### src/smap_pkg.sv
// Shared codes, constants and types of the STUN mapped address parser.
`timescale 1ns / 1ps

package smap_pkg;

   localparam logic [2:0] STATUS_NOT_STUN      = 3'd0;
   localparam logic [2:0] STATUS_NOT_BINDING   = 3'd1;
   localparam logic [2:0] STATUS_TXN_MISMATCH  = 3'd2;
   localparam logic [2:0] STATUS_TRUNCATED     = 3'd3;
   localparam logic [2:0] STATUS_NONE          = 3'd4;
   localparam logic [2:0] STATUS_NOT_IPV4      = 3'd5;
   localparam logic [2:0] STATUS_IPV4_FOUND    = 3'd6;

   localparam logic [1:0] PHASE_HEADER = 2'd0;
   localparam logic [1:0] PHASE_SKIP   = 2'd1;
   localparam logic [1:0] PHASE_TARGET = 2'd2;
   localparam logic [1:0] PHASE_STOP   = 2'd3;

   localparam logic [1:0] CSR_TXN_HIGH  = 2'd0;
   localparam logic [1:0] CSR_TXN_LOW   = 2'd1;
   localparam logic [1:0] CSR_TXN_ARMED = 2'd2;

   localparam logic [15:0] BINDING_SUCCESS  = 16'h0101;
   localparam logic [15:0] ATTR_XOR_MAPPED  = 16'h0020;
   localparam logic [7:0]  FAMILY_IPV4      = 8'h01;
   localparam logic [7:0]  FIRST_BYTE_MASK  = 8'hC0;
   localparam logic [31:0] MAGIC_COOKIE     = 32'h2112A442;
   localparam int          HeaderBytes      = 20;
   localparam int          AttrHeaderBytes  = 4;
   localparam int          MinMappedLength  = 8;

   // Attribute walker state as seen after the current byte.
   typedef struct packed {
      logic [1:0]  phase;
      logic        value_short;
      logic [7:0]  family;
      logic [15:0] port;
      logic [31:0] address;
   } walk_type;

endpackage

### src/smap_walk.sv
// Attribute walker: follows attribute headers and captures XOR-MAPPED-ADDRESS.
`timescale 1ns / 1ps

module smap_walk #(
   parameter int POSITION_BITS = 17
) (
   input  logic                     clock,
   input  logic                     reset,
   input  logic                     take,
   input  logic                     clear,
   input  logic [POSITION_BITS-1:0] position,
   input  logic [POSITION_BITS-1:0] count,
   input  logic [POSITION_BITS-1:0] declared_end,
   input  logic [7:0]               data_byte,
   output smap_pkg::walk_type       walk
);

   localparam int W = POSITION_BITS + 2;

   logic [1:0]   phase_ff, phase_in;
   logic [W-1:0] offset_ff, offset_in;
   logic [1:0]   hdr_cnt_ff, hdr_cnt_in;
   logic [3:0]   val_cnt_ff, val_cnt_in;
   logic [15:0]  code_ff, code_in;
   logic [15:0]  length_ff, length_in;
   logic [W-1:0] value_end_ff, value_end_in;
   logic [W-1:0] skip_next_ff, skip_next_in;
   logic [7:0]   family_ff, family_in;
   logic [15:0]  port_ff, port_in;
   logic [31:0]  address_ff, address_in;

   logic [1:0]   phase_mid;
   logic [W-1:0] base;
   logic [W-1:0] base_plus4;
   logic [1:0]   hcnt;
   logic [15:0]  length_new;
   logic [16:0]  length_pad;
   logic [W-1:0] pos_w;
   logic         active;

   always_comb begin
      phase_in     = phase_ff;
      offset_in    = offset_ff;
      hdr_cnt_in   = hdr_cnt_ff;
      val_cnt_in   = val_cnt_ff;
      code_in      = code_ff;
      length_in    = length_ff;
      value_end_in = value_end_ff;
      skip_next_in = skip_next_ff;
      family_in    = family_ff;
      port_in      = port_ff;
      address_in   = address_ff;

      pos_w      = W'(position);
      active     = take && (position >= POSITION_BITS'(smap_pkg::HeaderBytes));
      phase_mid  = phase_ff;
      base       = offset_ff;
      hcnt       = hdr_cnt_ff;
      length_new = {length_ff[7:0], data_byte};
      length_pad = ({1'b0, length_new} + 17'd3) & 17'h1FFFC;

      // Leave the skipped attribute on the first byte of the next header.
      if (active && phase_ff == smap_pkg::PHASE_SKIP && pos_w == skip_next_ff) begin
         phase_mid = smap_pkg::PHASE_HEADER;
         phase_in  = smap_pkg::PHASE_HEADER;
         offset_in = skip_next_ff;
         base      = skip_next_ff;
         hcnt      = 2'd0;
      end
      base_plus4 = base + W'(smap_pkg::AttrHeaderBytes);

      if (active && phase_mid == smap_pkg::PHASE_HEADER) begin
         if (hcnt == 2'd0 && base_plus4 > W'(declared_end)) begin
            phase_in = smap_pkg::PHASE_STOP;
         end else begin
            hdr_cnt_in = hcnt + 2'd1;
            case (hcnt)
               2'd0, 2'd1: code_in = {code_ff[7:0], data_byte};
               2'd2:       length_in = length_new;
               2'd3: begin
                  length_in    = length_new;
                  value_end_in = base_plus4 + W'(length_new);
                  skip_next_in = base_plus4 + W'(length_pad);
                  val_cnt_in   = 4'd0;
                  if (code_ff == smap_pkg::ATTR_XOR_MAPPED &&
                      length_new >= 16'(smap_pkg::MinMappedLength)) begin
                     phase_in = smap_pkg::PHASE_TARGET;
                  end else begin
                     phase_in = smap_pkg::PHASE_SKIP;
                  end
               end
               default: ;
            endcase
         end
      end else if (active && phase_mid == smap_pkg::PHASE_TARGET) begin
         if (val_cnt_ff != 4'd8) begin
            val_cnt_in = val_cnt_ff + 4'd1;
         end
         case (val_cnt_ff) inside
            4'd1:         family_in  = data_byte;
            [4'd2:4'd3]:  port_in    = {port_ff[7:0], data_byte};
            [4'd4:4'd7]:  address_in = {address_ff[23:0], data_byte};
            default: ;
         endcase
      end

      walk.phase       = phase_in;
      walk.value_short = W'(count) < value_end_in;
      walk.family      = family_in;
      walk.port        = port_in;
      walk.address     = address_in;

      // Reset the walk phase, header offset and header byte count at the end of the datagram.
      if (clear) begin
         phase_in   = smap_pkg::PHASE_HEADER;
         offset_in  = W'(smap_pkg::HeaderBytes);
         hdr_cnt_in = 2'd0;
      end
   end

   always_ff @(posedge clock) begin
      if (reset) begin
         phase_ff   <= smap_pkg::PHASE_HEADER;
         offset_ff  <= W'(smap_pkg::HeaderBytes);
         hdr_cnt_ff <= 2'd0;
         val_cnt_ff <= 4'd0;
      end else begin
         phase_ff   <= phase_in;
         offset_ff  <= offset_in;
         hdr_cnt_ff <= hdr_cnt_in;
         val_cnt_ff <= val_cnt_in;
      end
   end

   always_ff @(posedge clock) begin
      code_ff      <= code_in;
      length_ff    <= length_in;
      value_end_ff <= value_end_in;
      skip_next_ff <= skip_next_in;
      family_ff    <= family_in;
      port_ff      <= port_in;
      address_ff   <= address_in;
   end

endmodule

### src/stun_mapped_address_parser.sv
// Top level of the STUN XOR-MAPPED-ADDRESS parser.
`timescale 1ns / 1ps

// Usage:
//   The req channel carries one datagram byte per item, req_last_byte marking
//   the final byte. Every byte updates the header checks and the attribute
//   walker in the cycle it is accepted; nothing is returned for inner bytes.
//   On the final byte one status item is placed in the rsp output register:
//   rsp_status, rsp_mapped_address (status 6) and rsp_mapped_port (5 or 6).
//   The registered status item appears in the cycle after the final byte.
//   Throughput: one byte per cycle while req_stall is low, set by the single
//   registered update path. A waiting status item blocks new bytes only while
//   rsp_stall is high; req_stall rises only while the output register is full
//   and rsp_stall is high, so the item held there stays stable until taken.
//   The csr port writes the expected transaction id (index 0 bytes 8..15,
//   index 1 bytes 16..19) and the armed flag (index 2); write only while idle.
//   Reset clears the control registers, empties the output register and restarts
//   the datagram at byte zero. Bytes from 2^POSITION_BITS - 1 on are ignored.
module stun_mapped_address_parser #(
   parameter int POSITION_BITS = 17
) (
   input  logic        clock,
   input  logic        reset,
   input  logic        req_valid,
   output logic        req_stall,
   input  logic [7:0]  req_data_byte,
   input  logic        req_last_byte,
   output logic        rsp_valid,
   input  logic        rsp_stall,
   output logic [2:0]  rsp_status,
   output logic [31:0] rsp_mapped_address,
   output logic [15:0] rsp_mapped_port,
   input  logic        csr_write_enable,
   input  logic [1:0]  csr_index,
   input  logic [63:0] csr_write_data
);

   localparam int P = POSITION_BITS;
   localparam logic [P-1:0] PosMax = '1;

   // Configuration registers.
   logic [63:0] txn_high_ff;
   logic [31:0] txn_low_ff;
   logic        txn_armed_ff;

   // Per-datagram header state.
   logic [P-1:0] position_ff, position_in;
   logic [P-1:0] declared_end_ff, declared_end_in;
   logic [15:0]  msg_type_ff, msg_type_in;
   logic         first_flag_ff, first_flag_in;
   logic         txn_equal_ff, txn_equal_in;

   // Output register.
   logic         rsp_valid_ff, rsp_valid_in;
   logic [2:0]   status_ff, status_in;
   logic [31:0]  address_ff, address_in;
   logic [15:0]  port_ff, port_in;

   logic         accept;
   logic         take;
   logic         finish;
   logic [P:0]   end_sum;
   logic [95:0]  txn_id;
   logic [3:0]   id_sel;
   logic [7:0]   id_want;
   smap_pkg::walk_type walk;

   assign req_stall = rsp_valid_ff && rsp_stall;
   assign accept    = req_valid && !req_stall;
   assign take      = accept && (position_ff != PosMax);
   assign finish    = accept && req_last_byte;

   assign txn_id  = {txn_high_ff, txn_low_ff};
   assign id_sel  = 4'(5'd19 - position_ff[4:0]);
   assign id_want = txn_id[{id_sel, 3'b000} +: 8];
   assign end_sum = ({1'b0, declared_end_ff} | (P+1)'(req_data_byte))
                    + (P+1)'(smap_pkg::HeaderBytes);

   smap_walk #(
      .POSITION_BITS(P)
   ) u_walk (
      .clock        (clock),
      .reset        (reset),
      .take         (take),
      .clear        (finish),
      .position     (position_ff),
      .count        (position_in),
      .declared_end (declared_end_ff),
      .data_byte    (req_data_byte),
      .walk         (walk)
   );

   // Header checks: first byte, message type, length, transaction id.
   always_comb begin
      position_in     = position_ff;
      declared_end_in = declared_end_ff;
      msg_type_in     = msg_type_ff;
      first_flag_in   = first_flag_ff;
      txn_equal_in    = txn_equal_ff;

      if (take) begin
         position_in = position_ff + P'(1);
         if (position_ff == P'(0) && (req_data_byte & smap_pkg::FIRST_BYTE_MASK) != 8'd0) begin
            first_flag_in = 1'b1;
         end
         if (position_ff < P'(2)) begin
            msg_type_in = {msg_type_ff[7:0], req_data_byte};
         end
         if (position_ff == P'(2)) begin
            declared_end_in = P'({req_data_byte, 8'h00});
         end
         if (position_ff == P'(3)) begin
            declared_end_in = (end_sum > (P+1)'(PosMax)) ? PosMax : end_sum[P-1:0];
         end
         if (position_ff >= P'(8) && position_ff < P'(smap_pkg::HeaderBytes)) begin
            if (id_want != req_data_byte || !txn_armed_ff) begin
               txn_equal_in = 1'b0;
            end
         end
      end
   end

   // Final status from the state as it stands after the last byte.
   always_comb begin
      address_in = 32'd0;
      port_in    = 16'd0;
      if (position_in < P'(smap_pkg::HeaderBytes) || first_flag_in) begin
         status_in = smap_pkg::STATUS_NOT_STUN;
      end else if (msg_type_in != smap_pkg::BINDING_SUCCESS) begin
         status_in = smap_pkg::STATUS_NOT_BINDING;
      end else if (!txn_equal_in) begin
         status_in = smap_pkg::STATUS_TXN_MISMATCH;
      end else if (walk.phase == smap_pkg::PHASE_SKIP) begin
         status_in = walk.value_short ? smap_pkg::STATUS_TRUNCATED : smap_pkg::STATUS_NONE;
      end else if (walk.phase == smap_pkg::PHASE_TARGET) begin
         if (walk.value_short) begin
            status_in = smap_pkg::STATUS_TRUNCATED;
         end else begin
            port_in = walk.port ^ smap_pkg::MAGIC_COOKIE[31:16];
            if (walk.family == smap_pkg::FAMILY_IPV4) begin
               status_in  = smap_pkg::STATUS_IPV4_FOUND;
               address_in = walk.address ^ smap_pkg::MAGIC_COOKIE;
            end else begin
               status_in = smap_pkg::STATUS_NOT_IPV4;
            end
         end
      end else begin
         status_in = smap_pkg::STATUS_NONE;
      end
   end

   // Hold a status item until taken; load a new one on the final byte.
   always_comb begin
      rsp_valid_in = rsp_valid_ff;
      if (finish) begin
         rsp_valid_in = 1'b1;
      end else if (!rsp_stall) begin
         rsp_valid_in = 1'b0;
      end
   end

   always_ff @(posedge clock) begin
      if (reset) begin
         txn_high_ff     <= 64'd0;
         txn_low_ff      <= 32'd0;
         txn_armed_ff    <= 1'b0;
         position_ff     <= '0;
         declared_end_ff <= '0;
         msg_type_ff     <= 16'd0;
         first_flag_ff   <= 1'b0;
         txn_equal_ff    <= 1'b1;
         rsp_valid_ff    <= 1'b0;
      end else begin
         if (csr_write_enable) begin
            case (csr_index)
               smap_pkg::CSR_TXN_HIGH:  txn_high_ff  <= csr_write_data;
               smap_pkg::CSR_TXN_LOW:   txn_low_ff   <= csr_write_data[31:0];
               smap_pkg::CSR_TXN_ARMED: txn_armed_ff <= csr_write_data[0];
               default: ;
            endcase
         end
         rsp_valid_ff <= rsp_valid_in;
         if (finish) begin
            position_ff     <= '0;
            declared_end_ff <= '0;
            msg_type_ff     <= 16'd0;
            first_flag_ff   <= 1'b0;
            txn_equal_ff    <= 1'b1;
         end else begin
            position_ff     <= position_in;
            declared_end_ff <= declared_end_in;
            msg_type_ff     <= msg_type_in;
            first_flag_ff   <= first_flag_in;
            txn_equal_ff    <= txn_equal_in;
         end
      end
   end

   always_ff @(posedge clock) begin
      if (finish) begin
         status_ff  <= status_in;
         address_ff <= address_in;
         port_ff    <= port_in;
      end
   end

   assign rsp_valid          = rsp_valid_ff;
   assign rsp_status         = status_ff;
   assign rsp_mapped_address = address_ff;
   assign rsp_mapped_port    = port_ff;

endmodule
### config.mk
export PLATFORM = sky130hd
export DESIGN_NAME = stun_mapped_address_parser
export DESIGN_NICKNAME = d
export VERILOG_FILES = /design/src/smap_pkg.sv /design/src/smap_walk.sv /design/src/stun_mapped_address_parser.sv
export SDC_FILE = /design/constraint.sdc
export NUM_CORES = 1
export LEC_CHECK = 0
export BUFFER_PORTS_ARGS = -buffer_cell sky130_fd_sc_hd__buf_2
export CORE_UTILIZATION = 45
export CTS_CLUSTER_DIAMETER = 40
export CTS_CLUSTER_SIZE = 40
export DETAILED_ROUTE_END_ITERATION = 7
export HOLD_SLACK_MARGIN = 0.1
export PLACE_DENSITY = 0.64
export RECOVER_POWER = 100
export SYNTH_ARGS = -nofsm -noshare
export SYNTH_HDL_FRONTEND = slang
export SYNTH_SLANG_ARGS = --single-unit
### constraint.sdc
create_clock -name clock -period 7.89 [get_ports clock]
set_input_delay 0 -clock clock [delete_from_list [all_inputs] [get_ports clock]]
set_output_delay 0 -clock clock [all_outputs]
set_load 0.02 [all_outputs]
After elaboration in Yosys (flattened, before gate mapping)
Index checks and enable logic that the tools add are counted.
- output and inout port bits: 53
- input port bits: 80
- logic and storage cells: 167
- register bits after elaboration: 346
- multiplexer cells: 47
- eq/ne operators: 22
- add/subtract/negate cells: 9
- reductions and logical operators: 43
- $lt $le $gt $ge: 13
- shift-type cells: 1
- bitwise operators: 7
- operator list (operator ; count):
    32-bit two-way mux ; 5
    16-bit two-way mux ; 6
    96-bit by 8-bit indexed part select with 8-bit output ; 1
    19-bit two-way mux ; 4
    17-bit two-way mux ; 4
    17-bit by 2-bit == test with 1-bit output (second input constant) ; 2
    17-bit by 5-bit < comparator with 1-bit output (second input constant) ; 2
    8-bit two-way mux ; 3
    4-bit two-way mux ; 5
    19-bit by 16-bit adder with 19-bit output ; 1
    19-bit by 17-bit adder with 19-bit output ; 1
    19-bit by 3-bit adder with 19-bit output (second input constant) ; 1
    17-bit by 19-bit == test with 1-bit output ; 1
    19-bit by 17-bit > comparator with 1-bit output ; 1
    17-bit by 19-bit < comparator with 1-bit output ; 1
    17-bit by 5-bit adder with 18-bit output (second input constant) ; 1
    18-bit by 17-bit > comparator with 1-bit output (second input constant) ; 1
    16-bit by 2-bit adder with 17-bit output (second input constant) ; 1
    17-bit by 1-bit adder with 17-bit output (second input constant) ; 1
    17-bit by 4-bit >= comparator with 1-bit output (second input constant) ; 1
    17-bit by 5-bit >= comparator with 1-bit output (second input constant) ; 1
    17-bit logical NOT ; 1
    17-bit by 2-bit < comparator with 1-bit output (second input constant) ; 1
    17-bit inequality test (second input constant) ; 1
    38 further kinds ; 95

Depth between registers and ports, before layout
- depth in word-level cells: 19
- gate-level depth with buffers: 45
- gate-level depth less buffers: 37

Cells and area by module
Synthesis repeated with hierarchy kept, for this count alone.
- cells, all modules: 1902
- area total of the unflattened synthesis: 17615.6 µm²
- modules (own cells, without submodules) (module ; cells an instance ; area an instance (µm²) ; times used ; seq. area each (µm²)):
    stun_mapped_address_parser ; 1079 ; 9406.5 ; 1 ; 4534.3
    smap_walk ; 823 ; 8209.1 ; 1 ; 3333.2

Worst setup path before layout
Ideal clock, no wire load.
- path kind: register to register
- start: register position_ff[4]
- end: register address_ff[30], in the netlist rsp_mapped_address[30] (data pin)
- clock period less this slack: 7665 ps
- slack: 225 ps
- data required time: 7636 ps
- stages on the path, launching flop included: 41
- arrival: 7412 ps
- buffers on the path: 7
- setup time: 254 ps
- cells stage by stage: dfxtp_1 clkbuf_1 and2_1 nand4_1 nor2_1 nand3_1 nor2_1 ha_1 nor2_1 buf_2 o31a_1 nand3_1 clkbuf_1 mux2i_1 inv_1 ha_1 clkbuf_1 nand4_1 [5 not listed] ha_1 a2111o_1 o31ai_1 o211ai_1 a21bo_1 buf_6 clkbuf_1 mux2i_1 ha_1 a21o_1 a21o_1 a21oi_1 o211ai_1 a41oi_1 a21oi_4 nand4_4 buf_6 nor2b_2
- cells in the longest elaborated chain, start to end: 14
- elaborated cells between the ends (all ways): 55
- classes of those cells: add/sub: 3; order compare: 7; eq/ne: 8; mux: 20; bitwise: 3; reduce/logical: 14
- ends and longest elaborated chain (element ; line ; source):
    from (decl) ; stun_mapped_address_parser.sv:47 ; logic [P-1:0] position_ff, position_in;
    from (signal assigned) ; stun_mapped_address_parser.sv:190 ; position_ff <= position_in;
    parallel branches: the longest is 4 deep, another holds 17-bit by 5-bit >= comparator with 1-bit output ; -- ;
    1-bit logical AND * ; smap_walk.sv:63 ; if (active && phase_ff == smap_pkg::PHASE_SKIP && pos_w == skip_next_ff) begin
    19-bit two-way mux * ; -- ;
    via u_walk.base[2] ; smap_walk.sv:33 ; logic [W-1:0] base;
    19-bit by 3-bit adder with 19-bit output * ; smap_walk.sv:70 ; base_plus4 = base + W'(smap_pkg::AttrHeaderBytes);
    parallel branches: the longest is 6 deep, another holds 19-bit by 16-bit adder with 19-bit output ; -- ;
    7-bit OR reduction (no source line) * ; -- ;
    to (signal assigned) ; stun_mapped_address_parser.sv:202 ; address_ff <= address_in;
    to (decl) ; stun_mapped_address_parser.sv:56 ; logic [31:0] address_ff, address_in;
Mark *: on every way through the listed nets, which the timed path passes.
A chain may end at the register's enable or synchronous reset.

Worst setup path in the final report
- start: register position_ff[2]
- end: register address_ff[17], in the netlist rsp_mapped_address[17] (data pin)
- cells in the longest elaborated chain, start to end: 14
- elaborated cells between the ends (all ways): 61
- classes of those cells: add/sub: 4; order compare: 7; eq/ne: 9; shift: 1; mux: 21; bitwise: 4; reduce/logical: 15
- ends and longest elaborated chain (element):
    parallel branches: the longest is 14 deep, another holds 19-bit by 3-bit adder with 19-bit output
Parallel ways; which one is timed is not known.

==> results <==
- The CTS clock-pin slew for the worst setup and hold paths is 0.06 ns.
- Measured on the finished design, the core utilization comes to 55.47%.
- The count of TritonRoute iterations in the first routing pass is 5.
- Power comes to 4.493 mW.
- In the finished design, the share of the clock period the worst path needs comes to 96.52%.
- The commonest cells after synthesis are nand2_1 (314), dfxtp_1 (252), a21oi_1 (176), nor2_1 (109), edfxtp_1 (94).
- In the final layout, the share of cells above drive strength 1 is 14.07%.
- The number of synthesized flops with an enable pin is 94.
- By area, the combinational part of the netlist is dominated by simple AND/OR/NAND/NOR gates.
- Tracing the worst setup path back leads to its startpoint at position_ff[2].
- The most common cell in the synthesized netlist is nand2_1.
- IR analysis of the VDD net gives a maximum drop of 0.1777 mV.
- The number of nets still failing antenna checks after routing is 0.
- The kind of critical path is reg2reg.
- The H-tree generated during clock tree synthesis spans 2 levels.
- Of all flip-flops after synthesis, the portion carrying an async set or reset was 0%.
- In this run the vertical extent of the chip is 198.3 µm.
- The die covers 39330 µm².
- The cell count of the worst reg-to-reg path is 29.
- The max-slew headroom at the worst pin is -89.17%.
- The diode insertion count for antenna repair is 0.
- The cell chosen for the clock root is clkbuf_16.
- The per-instance average area after synthesis is 9.457 µm².
- The fraction of post-synthesis cell area in the top cell type by area is 29.09%.
- The post-synthesis instance total is 1834.
- The cell at the slowest stage of the critical path is clkbuf_1.
- The flow ran to the end, but the final reports show violations.
- The leading register cell type out of synthesis is dfxtp_1.
- The number of global-route vias before repair was 13788.
- Clock tree synthesis found a total of 346 sinks.
- The final layout contains routed wiring with a total length of 46640 µm.
- The critical path endpoint category is a flop.
- Global routing consumed, over all layers together, 23.84% of the routing resources.
- The floorplan has 71 rows.
- Across all register-to-register paths, the minimum setup slack is 0.27 ns.
- The global-route wire length before repair is 73070 µm.
- The share of cell area taken by muxes after synthesis is 8.751%.
- In this design, the stage delay of the slowest critical-path cell is 0.61 ns.
- The layout has 3300 filler cells.
- The largest net degree at the start of global routing is 105.
- The maximum operating frequency is 131.3 MHz.
- After the last flow step, the layout net total stands at 2196.
- The kind of start point of the critical path is a flop.
- The Yosys step of the flow raised 0 warnings.
- The synthesized netlist devotes 11.38% of its cell area to compound gates.
- The number of storage elements in the synthesis netlist is 346.
- Summing every instance area after synthesis gives 17340 µm².
- The leakage power summed over all cells is 8.175 nW.
- The hold violation total from the final report is 0.
- For this run, the register share of the synthesized area comes to 45.36%.
- The highest net fanout along the worst path is 17.
- Setup violations remaining at the end of the flow were counted as 0.
- Following the worst setup path forward leads to its endpoint at rsp_mapped_address[17].
- The average wire per cell in the routed design is 18.03 µm.
- The post-route minimum period is 7.615 ns.
- In the routed layout, each cell is associated on average with a via count of 5.420.
- Routability-driven placement finished with a final weighted congestion of 0.9416.
- Of the total synthesized cell area, the portion taken by AND, OR, NAND and NOR gates is 18.73%.
- The fraction of the mapped netlist area in adder cells is 5.858%.
- The half-perimeter wire length after detailed placement is 31520 µm.
- The die width is 198.3 µm.
- Yosys attributes the largest share of cell area to dfxtp_1 (29%), edfxtp_1 (16%), nand2_1 (6.8%), ha_1 (5.6%), a21oi_1 (5.1%).
- The initial antenna violation count is 0.
- The layout overhead on the synthesized area is 20.74%.
- The fraction of synthesized cell area in xor and xnor cells is 5.757%.
- The number of slew-limit violations in the final report was 184.
- The synthesized netlist contains 78 unique library cells.
- The required arrival time at the worst endpoint is 8.22 ns.
- For this block, the via count after detailed routing is 14022.
- The number of ports placed on the die boundary is 133.
- The final reports fail on max-capacitance violations, max-slew violations.
- Setup repair after global routing left no endpoint under its margin.
- Counting along the longest clock path gives a buffer depth of 3.
- Of all cell types, the one taking the most synthesized area is dfxtp_1.
- For this run, design rule violations remaining after detail routing come to 0.
- TritonCTS built the clock tree.
- The remaining global-route overflow is 0.
- The first routing iteration left 757 violations.
- Once layout is complete, the cells apart from fillers number 2587.
- The setup clock skew after layout is 0.02522 ns.
- The later-pin clock latency in the skew report is 0.58 ns.
- The core footprint is 37760 µm².
- In this run the critical register-to-register path is captured at rsp_mapped_address[17].
- The finished cells cover 20940 µm².
- At the worst endpoint, the arrival time is 7.95 ns.
- The number of I/O port buffers is 132.
- The placement-stage cell area is 18460 µm².
- The effective utilization at floorplan is 45.94%.
- The type of the most critical hold path is in2reg.
- At the pin with the least slew margin, the transition time is 2.838 ns.
- The total CTS buffers is 48.
- After detailed placement, the design holds a cell count of 2414.
- The number of nets in the synthesized netlist is 1994.
- The source of the worst register-to-register timing path is position_ff[2].
- The reported max-cap violation count is 4.
- For this design the ratio of total power to cell area is 214.5 nW/µm².
-- through the flow --
step / worst slack [ns] / hold slack [ns] / TNS (ns)
floorplan: 0.2247 / 0.09887 / 0
global placement: 0.1330 / 0.2441 / 0
detailed placement: -0.1232 / 0.2466 / -2.875
CTS: 0.01337 / 0.1639 / 0
global route: 0.02204 / 0.2185 / 0
finish: 0.2749 / 0.2173 / 0
-- flip-flops by register name (all words and copies together) (netlist names), 2 cells and up --
register	count
txn_high_ff	64
u_walk.offset_ff	19
msg_type_ff	16
position_ff	17
u_walk.port_ff	16
u_walk.skip_next_ff	19
declared_end_ff	17
rsp_mapped_port	16
u_walk.family_ff	8
txn_low_ff	32
u_walk.val_cnt_ff	4
u_walk.value_end_ff	19
u_walk.hdr_cnt_ff	2
u_walk.code_ff	16
rsp_status	3
u_walk.length_ff	8
rsp_mapped_address	32
u_walk.address_ff	32
u_walk.phase_ff	2
-- cells in the final DEF, fill, tap and decap left out, types with 19 or more instances in the layout --
cell,instances
nand2_1,314
dfxtp_1,249
a21oi_1,176
nor2_1,114
edfxtp_1,94
inv_1,81
dlygate4sd3_1,78
ha_1,77
clkbuf_1,75
buf_2,69
xnor2_1,65
clkbuf_16,50
xor2_1,49
o21ai_0,43
nand3_1,38
mux2_2,34
mux2i_1,32
nor3_1,28
mux2_1,24
mux4_2,24
nor2b_2,24
nand4_1,23
nor2b_1,21
buf_4,19
-- worst max-delay path, delay by kind of cell (launching register included) --
family	cells	cell delay, ns
compound gates	11	2.69
xor+xnor	1	0.29
fa+ha+maj	3	0.86
buf+inv	5	1.45
flops	1	0.42
mux	1	0.24
simple gates	8	1.43
-- area by class of cell --
| cell class | instances | area, µm² | share of cell area (%) |
|---|---|---|---|
| multi-input cells | 1316 | 8741 | 41.74 |
| well taps | 511 | 639.4 | 3.053 |
| flip-flops and latches | 346 | 7871 | 37.59 |
| clock buffers | 53 | 1282 | 6.124 |
| repair buffers | 243 | 1607 | 7.672 |
| clock inverters | 37 | 496.7 | 2.372 |
| inverters | 81 | 304.0 | 1.452 |
-- worst min-delay path by stage --
stage / start / to / slack, ns / cells past startpoint
floorplan: req_data_byte[0] / u_walk.code_ff[0] / 0.1 / 0
global placement: csr_write_data[39] / txn_high_ff[39] / 0.24 / 3
detailed placement: csr_write_data[47] / txn_high_ff[47] / 0.25 / 3
CTS: reset / txn_armed_ff / 0.16 / 3
global route: csr_write_data[29] / txn_high_ff[29] / 0.22 / 4
finish: reset / u_walk.val_cnt_ff[0] / 0.22 / 3
-- where the power goes --
part	leakage (nW)	internal, mW	total (mW)	switching, mW
registers	2.89	1.85	1.87	0.0158
clock network	0.860	1.47	2.35	0.886
logic	4.42	0.107	0.270	0.163
total	8.18	3.43	4.49	1.07
-- logic make-up after synthesis --
family          after synthesis
xor+xnor                    114
fa+ha+maj                    80
simple gates                677
flops                       346
compound gates              330
buf+inv                     173
mux                         114
-- layer usage --
metal  wire length [µm]  share of wire [%]  vias up  global-route usage [%]
li1                   -                  -     6804                       -
met1              20450                 44     6693                   31.23
met2              22090                 47      437                   39.38
met3               2804                6.0       88                   3.832
met4               1299                2.8        0                   9.015
met5                  0                  0        -                       0
-- what timing repair did --
action / in CTS / in global routing
gates cloned: 1 / 0
endpoints found under the hold margin: 156 / 0
hold buffers: 78 / 0
endpoints found under the setup margin: 32 / 51
gates resized for setup: 1 / 7
pin swaps: 1 / 4
buffers inserted: 0 / 4
Note: power is estimated with default switching activity, not from simulation.
